File: config.mk
export PLATFORM = sky130hd
export DESIGN_NAME = canonical_line_discipline
export DESIGN_NICKNAME = d
export VERILOG_FILES = /design/src/sv/cld_pkg.sv /design/src/sv/cld_ram.sv /design/src/sv/canonical_line_discipline.sv
export SDC_FILE = /design/constraint.sdc
export NUM_CORES = 1
export LEC_CHECK = 0
export BUFFER_PORTS_ARGS = -buffer_cell sky130_fd_sc_hd__clkbuf_2
export CAP_MARGIN = 30
export CORE_MARGIN = 2
export CORE_UTILIZATION = 50
export DETAILED_ROUTE_END_ITERATION = 10
export GPL_ROUTABILITY_DRIVEN = 0
export HOLD_SLACK_MARGIN = 0.12
export PLACE_DENSITY = 0.65
export REMOVE_ABC_BUFFERS = 1
export SETUP_SLACK_MARGIN = 0.5
export SKIP_CTS_REPAIR_TIMING = 1
export SLEW_MARGIN = 20
export SYNTH_ARGS = -nofsm -noshare
export SYNTH_HDL_FRONTEND = slang
export SYNTH_SLANG_ARGS = --single-unit
File: constraint.sdc
create_clock -name clk -period 5.6 [get_ports clk]
set_input_delay 0.56 -clock clk [delete_from_list [all_inputs] [get_ports clk]]
set_output_delay 0.56 -clock clk [all_outputs]
set_load 0.01 [all_outputs]
File: src/sv/cld_pkg.sv
`default_nettype none

package cld_pkg;

  localparam int LINE_DEPTH_DEF = 64;
  localparam int RING_DEPTH_DEF = 64;

  // Input word.
  localparam logic [1:0] MODE_KEY   = 2'd0;
  localparam logic [1:0] MODE_READ  = 2'd1;
  localparam logic [1:0] MODE_FLUSH = 2'd2;

  // Result kinds.
  localparam logic [2:0] KIND_ECHO  = 3'd0;
  localparam logic [2:0] KIND_DATA  = 3'd1;
  localparam logic [2:0] KIND_EMPTY = 3'd2;
  localparam logic [2:0] KIND_INTR  = 3'd3;
  localparam logic [2:0] KIND_FLUSH = 3'd4;

  // Register indexes of the write port.
  localparam int REG_INDEX_W = 2;
  localparam logic [REG_INDEX_W-1:0] REG_ECHO   = 2'd0;
  localparam logic [REG_INDEX_W-1:0] REG_CANON  = 2'd1;
  localparam logic [REG_INDEX_W-1:0] REG_SIGNAL = 2'd2;

  // Escape tracking.
  localparam logic [1:0] ESC_NONE = 2'd0;
  localparam logic [1:0] ESC_SEEN = 2'd1;
  localparam logic [1:0] ESC_CSI  = 2'd2;

  // Character codes.
  localparam logic [7:0] CH_INTR   = 8'd3;
  localparam logic [7:0] CH_BS     = 8'd8;
  localparam logic [7:0] CH_LF     = 8'd10;
  localparam logic [7:0] CH_CR     = 8'd13;
  localparam logic [7:0] CH_ESC    = 8'h1B;
  localparam logic [7:0] CH_SP     = 8'h20;
  localparam logic [7:0] CH_LBRACK = 8'h5B;
  localparam logic [7:0] CH_DEL    = 8'd127;
  localparam logic [7:0] CH_ERASE2 = 8'd145;
  localparam logic [7:0] CSI_LO    = 8'h40;
  localparam logic [7:0] CSI_HI    = 8'h7E;

  typedef struct packed {
    logic [1:0] mode;
    logic [7:0] key_byte;
    logic [5:0] request_count;
  } in_word_t;

  typedef struct packed {
    logic [2:0] kind;
    logic [7:0] data_byte;
    logic [6:0] dropped_count;
    logic       last;
  } out_word_t;

endpackage

`default_nettype wire

File: src/sv/cld_ram.sv
`default_nettype none

module cld_ram #(
  parameter int DEPTH = cld_pkg::LINE_DEPTH_DEF,
  parameter int AW    = $clog2(DEPTH)
) (
  input  wire logic          clk,
  input  wire logic          we,
  input  wire logic [AW-1:0] waddr,
  input  wire logic [7:0]    wdata,
  input  wire logic          re,
  input  wire logic [AW-1:0] raddr,
  output logic      [7:0]    rdata
);

  logic [7:0] mem [DEPTH];

  always_ff @(posedge clk) begin
    if (we) begin
      mem[waddr] <= wdata;
    end
  end

  always_ff @(posedge clk) begin
    if (re) begin
      rdata <= mem[raddr];
    end
  end

endmodule

`default_nettype wire

File: src/sv/canonical_line_discipline.sv
`default_nettype none

// Terminal line discipline. A word is taken when start is high and busy is low;
// each result word is shown on result for exactly one cycle with result_valid
// high, and the receiver cannot stall it, so it must take every word as shown.
// The last flag marks the final result of an input word; a word may cause no
// result at all. Key, interrupt, empty-read and flush results appear in the
// cycle after the accepting edge. A key byte keeps busy low, but an erase that is
// echoed as backspace, space, backspace holds busy high through the ERASE state. A
// read passes through the READ and DRAIN states: the line and ring memories each
// have one synchronous read port and deliver one byte per cycle, and each byte
// passes through the read register of its memory and then the result register.
// Interrupts, empty reads and flushes keep busy low.
module canonical_line_discipline #(
  parameter int LINE_DEPTH = cld_pkg::LINE_DEPTH_DEF,
  parameter int RING_DEPTH = cld_pkg::RING_DEPTH_DEF
) (
  input  wire logic                         clk,
  input  wire logic                         rst,
  input  wire logic                         start,
  output logic                              busy,
  input  wire cld_pkg::in_word_t            item,
  output cld_pkg::out_word_t                result,
  output logic                              result_valid,
  input  wire logic                         write_enable,
  input  wire logic [cld_pkg::REG_INDEX_W-1:0] write_index,
  input  wire logic                         write_data
);

  import cld_pkg::*;

  localparam int LW = $clog2(LINE_DEPTH);
  localparam int RW = $clog2(RING_DEPTH);
  localparam int CW = ((LW > RW) ? LW : RW) + 7;

  typedef enum logic [3:0] {
    ST_IDLE  = 4'b0001,
    ST_ERASE = 4'b0010,
    ST_READ  = 4'b0100,
    ST_DRAIN = 4'b1000
  } state_t;

  state_t state;

  logic          echo_en, canon_en, sig_en;
  logic [1:0]    esc;
  logic [LW-1:0] line_len;
  logic          line_done;
  logic [RW-1:0] wi, ri;
  logic [LW-1:0] ptr;
  logic [5:0]    remaining;
  logic          erase_step;
  logic          rd_pend, rd_last;

  logic          accept;
  logic [7:0]    key;
  logic          is_intr, consumed, is_erase, is_eol, line_room, line_nonempty;
  logic [1:0]    esc_next;
  logic [RW-1:0] wi_wrap, ri_wrap;
  logic          ring_full;
  logic [RW:0]   fill;
  logic [5:0]    req, read_cnt;
  logic [CW-1:0] req_ext, len_ext, fill_ext;

  logic          line_we, ring_we, rd_en;
  logic [7:0]    line_wdata, line_rdata, ring_rdata;

  function automatic out_word_t make_word(logic [2:0] kind, logic [7:0] data,
                                          logic [6:0] dropped, logic last);
    out_word_t w;
    w.kind          = kind;
    w.data_byte     = data;
    w.dropped_count = dropped;
    w.last          = last;
    return w;
  endfunction

  assign busy   = (state != ST_IDLE);
  assign accept = start && !busy;
  assign key    = item.key_byte;
  assign req    = item.request_count;

  assign wi_wrap   = (wi == RW'(RING_DEPTH - 1)) ? '0 : wi + 1'b1;
  assign ri_wrap   = (ri == RW'(RING_DEPTH - 1)) ? '0 : ri + 1'b1;
  assign ring_full = (wi_wrap == ri);
  assign fill      = (wi >= ri) ? ((RW+1)'(wi) - (RW+1)'(ri))
                                : ((RW+1)'(wi) + (RW+1)'(RING_DEPTH) - (RW+1)'(ri));

  assign line_room     = (line_len < LW'(LINE_DEPTH - 1));
  assign line_nonempty = (line_len != '0);
  assign is_intr       = sig_en && (key == CH_INTR);
  assign is_erase      = (key == CH_BS) || (key == CH_DEL) || (key == CH_ERASE2);
  assign is_eol        = (key == CH_CR) || (key == CH_LF);

  // Escape sequence tracking; a stored code of three behaves as no escape.
  always_comb begin
    consumed = 1'b0;
    esc_next = esc;
    case (esc)
      ESC_CSI: begin
        consumed = 1'b1;
        if (key == CH_ESC) begin
          esc_next = ESC_SEEN;
        end else if (key >= CSI_LO && key <= CSI_HI) begin
          esc_next = ESC_NONE;
        end
      end
      ESC_SEEN: begin
        if (key == CH_LBRACK) begin
          esc_next = ESC_CSI;
          consumed = 1'b1;
        end else begin
          esc_next = ESC_NONE;
        end
      end
      default: begin
        esc_next = ESC_NONE;
        if (key == CH_ESC) begin
          esc_next = ESC_SEEN;
          consumed = 1'b1;
        end
      end
    endcase
  end

  // Number of bytes a read returns; zero means an empty report.
  assign req_ext  = CW'(req);
  assign len_ext  = CW'(line_len);
  assign fill_ext = CW'(fill);

  always_comb begin
    read_cnt = '0;
    if (req != '0) begin
      if (canon_en) begin
        if (line_done) begin
          read_cnt = (req_ext < len_ext) ? req : 6'(line_len);
        end
      end else begin
        read_cnt = (req_ext < fill_ext) ? req : 6'(fill);
      end
    end
  end

  // Memory writes happen only at an accepting edge and reads only while busy,
  // so a read never meets a write to the same entry.
  assign line_we    = accept && (item.mode == MODE_KEY) && !is_intr && canon_en &&
                      !consumed && !is_erase && line_room;
  assign line_wdata = is_eol ? CH_LF : key;
  assign ring_we    = accept && (item.mode == MODE_KEY) && !is_intr && !canon_en &&
                      !ring_full;
  assign rd_en      = (state == ST_READ);

  cld_ram #(.DEPTH(LINE_DEPTH), .AW(LW)) u_line (
    .clk   (clk),
    .we    (line_we),
    .waddr (line_len),
    .wdata (line_wdata),
    .re    (rd_en && canon_en),
    .raddr (ptr),
    .rdata (line_rdata)
  );

  cld_ram #(.DEPTH(RING_DEPTH), .AW(RW)) u_ring (
    .clk   (clk),
    .we    (ring_we),
    .waddr (wi),
    .wdata (key),
    .re    (rd_en && !canon_en),
    .raddr (ri),
    .rdata (ring_rdata)
  );

  always_ff @(posedge clk) begin
    if (rst) begin
      state        <= ST_IDLE;
      result_valid <= 1'b0;
      echo_en      <= 1'b1;
      canon_en     <= 1'b1;
      sig_en       <= 1'b1;
      esc          <= ESC_NONE;
      line_len     <= '0;
      line_done    <= 1'b0;
      wi           <= '0;
      ri           <= '0;
      ptr          <= '0;
      remaining    <= '0;
      erase_step   <= 1'b0;
      rd_pend      <= 1'b0;
      rd_last      <= 1'b0;
    end else begin
      result_valid <= 1'b0;
      rd_pend      <= 1'b0;

      if (write_enable) begin
        case (write_index)
          REG_ECHO:   echo_en  <= write_data;
          REG_CANON:  canon_en <= write_data;
          REG_SIGNAL: sig_en   <= write_data;
          default: ;
        endcase
      end

      // Read data comes out of the memory in the cycle after its address.
      if (rd_pend) begin
        result_valid <= 1'b1;
        result <= make_word(KIND_DATA, canon_en ? line_rdata : ring_rdata, '0, rd_last);
      end

      unique case (state)
        ST_IDLE: begin
          if (start) begin
            case (item.mode)
              MODE_KEY: begin
                if (is_intr) begin
                  result_valid <= 1'b1;
                  result       <= make_word(KIND_INTR, '0, '0, 1'b1);
                end else if (!canon_en) begin
                  if (!ring_full) begin
                    wi <= wi_wrap;
                  end
                  if (echo_en) begin
                    result_valid <= 1'b1;
                    result       <= make_word(KIND_ECHO, key, '0, 1'b1);
                  end
                end else begin
                  esc <= esc_next;
                  if (!consumed) begin
                    if (is_erase) begin
                      if (line_nonempty) begin
                        line_len <= line_len - 1'b1;
                        if (echo_en) begin
                          result_valid <= 1'b1;
                          result       <= make_word(KIND_ECHO, CH_BS, '0, 1'b0);
                          erase_step   <= 1'b0;
                          state        <= ST_ERASE;
                        end
                      end
                    end else if (is_eol) begin
                      if (line_room) begin
                        line_len <= line_len + 1'b1;
                      end
                      line_done <= 1'b1;
                      if (echo_en) begin
                        result_valid <= 1'b1;
                        result       <= make_word(KIND_ECHO, CH_LF, '0, 1'b1);
                      end
                    end else if (line_room) begin
                      line_len <= line_len + 1'b1;
                      if (echo_en) begin
                        result_valid <= 1'b1;
                        result       <= make_word(KIND_ECHO, key, '0, 1'b1);
                      end
                    end
                  end
                end
              end
              MODE_READ: begin
                // A ready line is cleared by any read in canonical mode that asks for bytes.
                if (canon_en && line_done && (req != '0)) begin
                  line_len  <= '0;
                  line_done <= 1'b0;
                end
                if (read_cnt == '0) begin
                  result_valid <= 1'b1;
                  result       <= make_word(KIND_EMPTY, '0, '0, 1'b1);
                end else begin
                  remaining <= read_cnt;
                  ptr       <= '0;
                  state     <= ST_READ;
                end
              end
              MODE_FLUSH: begin
                result_valid <= 1'b1;
                result       <= make_word(KIND_FLUSH, '0, 7'(fill_ext + len_ext), 1'b1);
                wi           <= ri;
                line_len     <= '0;
                line_done    <= 1'b0;
                esc          <= ESC_NONE;
              end
              default: ;
            endcase
          end
        end
        ST_ERASE: begin
          result_valid <= 1'b1;
          if (!erase_step) begin
            result     <= make_word(KIND_ECHO, CH_SP, '0, 1'b0);
            erase_step <= 1'b1;
          end else begin
            result <= make_word(KIND_ECHO, CH_BS, '0, 1'b1);
            state  <= ST_IDLE;
          end
        end
        ST_READ: begin
          rd_pend   <= 1'b1;
          rd_last   <= (remaining == 6'd1);
          remaining <= remaining - 1'b1;
          if (canon_en) begin
            ptr <= ptr + 1'b1;
          end else begin
            ri <= ri_wrap;
          end
          if (remaining == 6'd1) begin
            state <= ST_DRAIN;
          end
        end
        ST_DRAIN: begin
          state <= ST_IDLE;
        end
        default: begin
          state <= ST_IDLE;
        end
      endcase
    end
  end

endmodule

`default_nettype wire
# --- Word-level counts from Yosys, hierarchy flattened ---
# Memory sizes are Yosys's and may differ from the RTL's. A register that Yosys moved wholly into a read port is not among the register bits.
# Cells that the tools add are included.
op_classes:
  eq_ne: 54
  addsub: 10
  muxes: 104
  n_bitwise: 1
  magnitude_cmp: 6
  reduce_logical: 45
ops:
  columns: ["op", "count"]
  rows:
  - ["2-to-1 mux 19 bit", 13]
  - ["2-to-1 mux 6 bit", 24]
  - ["one-hot mux 19 bit (3 select lines)", 1]
  - ["2-to-1 mux 4 bit", 10]
  - ["inequality test 2 bit (second input constant)", 19]
  - ["one-hot mux 19 bit (2 select lines)", 1]
  - ["one-hot mux 6 bit (2 select lines)", 3]
  - ["2-to-1 mux 1 bit", 33]
  - ["inequality test 3 bit (second input constant)", 9]
  - ["AND reduction 9 bit", 3]
  - ["adder 6 x 1 -> 6 bit (second input constant)", 4]
  - ["equality test 8 x 4 -> 1 bit (second input constant)", 3]
  - ["one-hot mux 6 bit (3 select lines)", 1]
  - ["equality test 8 x 7 -> 1 bit (second input constant)", 2]
  - ["2-to-1 mux 8 bit", 2]
  - ["logical AND 1 bit", 15]
  - ["2-to-1 mux 14 bit", 1]
  - ["equality test 6 bit (second input constant)", 2]
  - ["one-hot mux 4 bit (3 select lines)", 1]
  - ["AND reduction 6 bit", 2]
  - ["nonzero test 6 bit", 2]
  - ["subtractor 6 x 1 -> 6 bit (second input constant)", 2]
  - ["AND reduction 11 bit", 1]
  - ["2-to-1 mux 2 bit", 5]
  - ["other kinds (39)", 61]
totals:
  wordCells: 241
  memories: 2
  in_bits: 23
  reg_bits: 63
  ram_bits: 1024
memory_table:
  columns: ["name", "depth", "width", "read_ports", "rd_ports_with_merged_regs", "wr", "line", "source"]
  rows:
  - ["u_line.mem", 64, 8, 1, 1, 1, "cld_ram.sv:16", "logic [7:0] mem [DEPTH];"]
  - ["u_ring.mem", 64, 8, 1, 1, 1, "cld_ram.sv:16", null]

# --- Longest topological paths before layout ---
depth:
  depth_word: 12
  depth_mapped: 21
  mapped_depth_nobuf: 17

# --- By module ---
# From an unflattened synthesis, not the netlist that was laid out.
hier_totals:
  hier_cells: 2613
  area_unflattened_um2: 45890.3
modules_own_cells:
  columns: ["mod", "cells_each", "seq_area_each_um2", "n_inst", "area_each_um2"]
  rows:
  - ["cld_ram", 972, 15615.0, 2, 20270.7]
  - ["canonical_line_discipline", 669, 1451.4, 1, 5348.9]

# --- Worst setup path after synthesis ---
# OpenSTA, ideal clock, no wires.
synth_path:
  path_kind: "register to register"
  from: "reg ri[1]"
  to: "reg result[17] in the netlist's numbering (data pin)"
  period_less_slack_ns: 4.790
  n_path_buf: 4
  t_arrival_ns: 4.535
  stages_incl_launch_ff: 22
  path_slack_ns: 0.810
  required_ns: 5.344
  cell_sequence: "dfxtp_1 > clkbuf_1 > clkbuf_1 > clkbuf_1 > inv_1 > ha_1 > nor2b_1 > o21a_1 > a2111oi_0 > a211oi_1 > nor2_1 > inv_1 > ha_1 > nand3_1 > a21oi_1 > a211o_1 > a21boi_1 > o21ai_1 > o21ai_2 > buf_4 > nand3_1 > a31o_2"
synth_via:
  elab_chain_cells: 11
synth_lines:
  columns: ["element", "line", "source"]
  rows:
  - ["start, declared", "canonical_line_discipline.sv:49", "logic [RW-1:0] wi, ri;"]
  - ["start signal, assigned", "canonical_line_discipline.sv:301", "ri <= ri_wrap;"]
  - ["subtractor 7 x 6 -> 7 bit (tied with other cells)", "canonical_line_discipline.sv:87", ": ((RW+1)'(wi) + (RW+1)'(RING_DEPTH) - (RW+1)'(ri));"]
  - ["2-to-1 mux 7 bit (*)", "canonical_line_discipline.sv:86", "assign fill = (wi >= ri) ? ((RW+1)'(wi) - (RW+1)'(ri))"]
  - ["< comparator 6 x 7 -> 1 bit", "canonical_line_discipline.sv:139", "read_cnt = (req_ext < fill_ext) ? req : 6'(fill);"]
  - ["2-to-1 mux 6 bit (*)", "canonical_line_discipline.sv:139", null]
  - ["2-to-1 mux 6 bit (*)", "canonical_line_discipline.sv:134", "if (canon_en) begin"]
  - ["2-to-1 mux 6 bit (*)", "canonical_line_discipline.sv:133", "if (req != '0) begin"]
  - ["zero test 6 bit (*)", "canonical_line_discipline.sv:263", "if (read_cnt == '0) begin"]
  - ["2-to-1 mux 19 bit (*)", "canonical_line_discipline.sv:263", null]
  - ["one-hot mux 19 bit (3 select lines) (*)", "canonical_line_discipline.sv:212", "case (item.mode)"]
  - ["2-to-1 mux 19 bit (*)", "canonical_line_discipline.sv:211", "if (start) begin"]
  - ["one-hot mux 19 bit (2 select lines) (*)", "canonical_line_discipline.sv:209", "unique case (state)"]
  - ["end signal, assigned", "canonical_line_discipline.sv:206", "result <= make_word(KIND_DATA, canon_en ? line_rdata : ring_rdata, '0, rd_last);"]
  - ["end signal, assigned", "canonical_line_discipline.sv:216", "result <= make_word(KIND_INTR, '0, '0, 1'b1);"]
  - ["end signal, assigned", "canonical_line_discipline.sv:265", "result <= make_word(KIND_EMPTY, '0, '0, 1'b1);"]
  - ["end, declared", "canonical_line_discipline.sv:23", "output cld_pkg::out_word_t result,"]
# Mark *: on every way between the ends. The rest lies on a longest branch, timed or not.
# A chain may end at the register's enable or synchronous reset.

# --- Worst setup path after layout ---
layout_path:
  from: "reg wi[2]"
  to: "reg result[9] in the netlist's numbering (data pin)"
layout_via:
  elab_chain_cells: 12
layout_lines:
  columns: ["element", "line", "source"]
  rows:
  - ["start, declared", "canonical_line_discipline.sv:49", null]
  - ["start signal, assigned", "canonical_line_discipline.sv:219", "wi <= wi_wrap;"]
  - ["start signal, assigned", "canonical_line_discipline.sv:275", "wi <= ri;"]
  - ["adder 6 x 7 -> 7 bit", "canonical_line_discipline.sv:87", null]
  - ["subtractor 7 x 6 -> 7 bit", "canonical_line_discipline.sv:87", null]
  - ["2-to-1 mux 7 bit (*)", "canonical_line_discipline.sv:86", null]
  - ["< comparator 6 x 7 -> 1 bit", "canonical_line_discipline.sv:139", null]
  - ["2-to-1 mux 6 bit (*)", "canonical_line_discipline.sv:139", null]
  - ["2-to-1 mux 6 bit (*)", "canonical_line_discipline.sv:134", null]
  - ["2-to-1 mux 6 bit (*)", "canonical_line_discipline.sv:133", null]
  - ["zero test 6 bit (*)", "canonical_line_discipline.sv:263", null]
  - ["2-to-1 mux 19 bit (*)", "canonical_line_discipline.sv:263", null]
  - ["one-hot mux 19 bit (3 select lines) (*)", "canonical_line_discipline.sv:212", null]
  - ["2-to-1 mux 19 bit (*)", "canonical_line_discipline.sv:211", null]
  - ["one-hot mux 19 bit (2 select lines) (*)", "canonical_line_discipline.sv:209", null]
# Marks and branches as above.

==> results.txt <==
----------------------------------------------------
[Synth]
  Mapped Cells ... ~2300
  Multiplexer share of the synthesized area ... 0.173
  Complex-gate fraction of the synthesized area ... 0.0347
  Cell type contributing the most total cell area after synthesis ... edfxtp_1
  Post-synthesis adder-cell area fraction ... 0.0118
  Yosys top cell area share ... 0.698
  Number of warnings reported in the yosys synthesis log ... 0
  Mean area per synthesized cell ... about 19 sq um
  Number of distinct library cell variants in the gate-level netlist after synthesis ... 88
  Netlist area before placement ... roughly 46000 sq um
  Register bit total from synthesis ... about 1100
  Top area cells in the synthesized netlist ... edfxtp_1 (70%), mux4_2 (17%), dfxtp_1 (1.9%), nor2_1 (1.6%), ha_1 (1.0%)
  Number of enable flip-flop cells after synthesis ... 1059
  Largest family of logic cells by synthesized area ... multiplexers
  Simple-gate share of the synthesized area ... 0.0418
  Top FF cell, synth ... edfxtp_1
  Xor and xnor fraction of the mapped netlist area ... 0.00577
  Share of the yosys chip area belonging to registers ... 0.718
  Async set-reset flop share out of synthesis ... 0

[Pwr]
  Worst voltage drop across the vdd grid ... 283 uV
  PnR Total Power ... about 17000 uW
  Static leakage ... approximately 0.016 uW
  Power Density ... ~330 nW/um^2

[Setup path]
  Internal reg-to-reg setup slack ... slightly below 0.9 ns
  Largest stage delay, worst path ... approximately 0.48 ns
  Endpoint of the lowest-slack register-to-register path ... result[9]
  Gate family responsible for the most delay along the worst path ... compound AO/OA/AOI/OAI gates
  Arrival time reported for the critical path endpoint ... just over 5 ns
  CP Capture Type ... flip-flop
  Required time reported for the critical path endpoint ... around 6.0 ns
  Setup crit start kind ... flip-flop
  Number of cell instances on the worst register-to-register path ... 18
  Critical Path Fanout Max ... 14
  Number of buffer and inverter instances along the worst setup path ... 3
  Type of the setup path with the least slack ... reg -> reg
  CP Cell Sequence ... ha_1 > a21oi_1 > o21ai_2 > a2111oi_0 > a211oi_1 > nor2_1 > inv_1 > ha_1 > nand3_1 > a21oi_1 > a211o_1 > a21boi_1 > buf_4 > o21ai_1 > o21ai_4 > buf_6 > a21oi_2 > o32ai_1
  Cell type of the slowest stage on the worst timing path ... dfxtp_2
  Source of the worst register-to-register timing path ... wi[2]

[Floorplan]
  Number of top-level pins ... 44
  Core Rows ... 110
  Standard cell core area ... 90100 sq um
  Die span in x ... 306 um
  Full die area ... between 90000 and 100000 sq um
  Effective utilization at floorplan ... 0.505
  Chip height ... between 300 and 400 um

[Global routing]
  First-pass GRT wire length ... 155000 um
  Global route total overflow ... 0
  Vias in the first global route ... 22900
  Antenna violations before repair ... 3
  GR Util All Layers ... 0.225
  Largest net degree at the start of global routing ... about 100

[Place]
  HPWL after DPL ... ~65000 um
  Dpl ws ... ~0.48 ns
  Count of input and output buffers ... 43

[Timing]
  Max-slew headroom at the worst pin ... 0.338
  Fmax ... about 0.21 GHz
  Pins Over Slew Limit ... 0
  Setup skew after layout ... 0.0201 ns
  Hold Vio Cnt, Final ... 0
  Slew @ Worst Pin ... slightly below 1 ns
  Unrepaired setup endpoints after global routing ... false
  Minimum clock period ... roughly 4.7 ns
  Final-report setup violation count ... 0
  Final period utilization ... 0.841
  Final worst-path setup slack ... 0.890 ns

[Detailed routing]
  Drt first-iter violations ... between 2000 and 3000
  Final routed wirelength across all metal layers ... about 100000 um
  Vias after detailed routing ... approximately 23000
  Wire per inst ... approximately 28 um
  Pre-Repair DR Iteration Count ... 6
  Count of unresolved DRC violations after routing ... 0
  Final ANT Viol Nets ... 0
  Drt via density ... around 6.3

[Run]
  Max-cap viol count ... 0

[CTS]
  Clock input transition at the sequential cells of the worst setup and hold paths ... around 0.060 ns
  CTS sink count ... approximately 1100
  CTS tree ... yes
  H-tree depth reported by CTS ... 3
  Clock Path Buffers ... 3
  CTS buffer count ... around 110
  Cell at the root of the clock tree ... clkbuf_16
  Clock latency of the later-clocked register in the worst-skew pair ... around 0.68 ns

[Worst hold path]
  End point of the worst hold path ... echo_en
  Cell depth of the worst hold path ... 3
  Startpoint of the most critical hold path ... write_data
  Kind of path behind the tightest hold check ... in -> reg

[Cells and area]
  Most frequent cells in the layout ... edfxtp_1 (1059), mux4_2 (336), nor2_1 (197)
  Synth-to-Final Area Change ... 11.3%
  Share of final-layout standard cells stronger than drive strength 1 ... 0.249
  Nets ... 2489
  Most common cell after layout, fill and taps aside ... edfxtp_1

[Run status]
  Result of the run ... complete, no violations

----------------------------------------------------
metal layers:
layer  share of wire  wire (um)  track usage  vias up
met5         0.00012         13            0        -
met4           0.019       1940       0.0522        2
met3           0.077       8020       0.0410      142
met2            0.47      49400        0.349      999
met1            0.43      45400        0.336    12300
li1                -          -            -     9828
worst register-to-register path, stage by stage, from the launching register on:
cell and delay [ns]:
dfxtp_2 0.48, ha_1 0.38, a21oi_1 0.28, o21ai_2 0.16, a2111oi_0 0.40, a211oi_1 0.14
nor2_1 0.26, inv_1 0.08, ha_1 0.28, nand3_1 0.09, a21oi_1 0.05, a211o_1 0.30
a21boi_1 0.15, buf_4 0.20, o21ai_1 0.27, o21ai_4 0.18, buf_6 0.20, a21oi_2 0.37
o32ai_1 0.17
cells in the mapped netlist, types with 5 or more instances:
master	number
edfxtp_1	1059
mux4_2	336
nor2_1	197
clkbuf_1	82
nand2_1	71
a21oi_1	64
dfxtp_1	44
inv_1	39
ha_1	38
nand3_1	31
o21ai_0	30
mux2i_1	27
buf_1	22
buf_2	22
nor3_1	19
xnor2_1	19
o31ai_1	14
a211oi_1	12
and2_1	11
nor2b_1	11
o211ai_1	11
xor2_1	11
a21o_1	9
or3_1	9
nand4_1	8
o21a_1	8
o22ai_1	8
nand2b_1	7
o32ai_1	7
a31oi_1	6
nand3b_1	6
nor4_1	6
a211o_1	5
report_power, final:
| part | internal [uW] | switching [uW] | total, uW |
|---|---|---|---|
| Clock | 4010 | 3030 | 7040 |
| Combinational | 115 | 328 | 443 |
| Sequential | 9060 | 24.0 | 9090 |
state kept, by name (all words and copies together) (netlist names), 6 cells and up:
signal / cells
ptr: 6
result: 19
u_ring.rdata: 8
remaining: 6
wi: 6
ri: 6
u_line.rdata: 8
u_line.mem: 512
u_ring.mem: 512
line_len: 6
cell type report:
type                    instances  area [sq um]
clock buffers                 131          2830
repair buffers                 93           702
multi-input cells            1079         12200
diodes                          1          2.50
flip-flops and latches       1103         32700
fillers                      6596         39500
inverters                      43           170
clock inverters                62           589
well taps                    1176          1470
logic make-up after synthesis:
family / count (synthesis)
AOI/OAI and AO/OA: 227
muxes: 366
DFF: 1103
other: 1
and+or+nand+nor: 407
buffers and inverters: 172
xor gates and xnor gates: 30
adders and majority gates: 41
stage by stage:
stage                     area, sq um  cells  TNS, ns  hold slack [ns]  utilization
after global placement          47100   3488        0            0.457        0.523
after floorplan                 45000   2225  -987.36            0.430            -
final                           50700   3688        0            0.153        0.562
after CTS                       50600   3682        0            0.129        0.561
after detailed placement        47200   3489        0            0.462        0.523
after global routing            50700   3687        0            0.177        0.562
how the worst max path moves through the flow:
stage / slack (ns) / start / end / depth (start not counted)
after global routing: 0.62 / wi[2] / result[8] / 18
after detailed placement: 0.48 / wi[2] / result[9] / 16
after global placement: 0.72 / ri[5] / result[12] / 16
final: 0.89 / wi[2] / result[9] / 18
after CTS: 0.43 / wi[2] / result[9] / 16
after floorplan: -3.75 / ri[0] / result[10] / 16
Power figures use the tool's default switching activity.
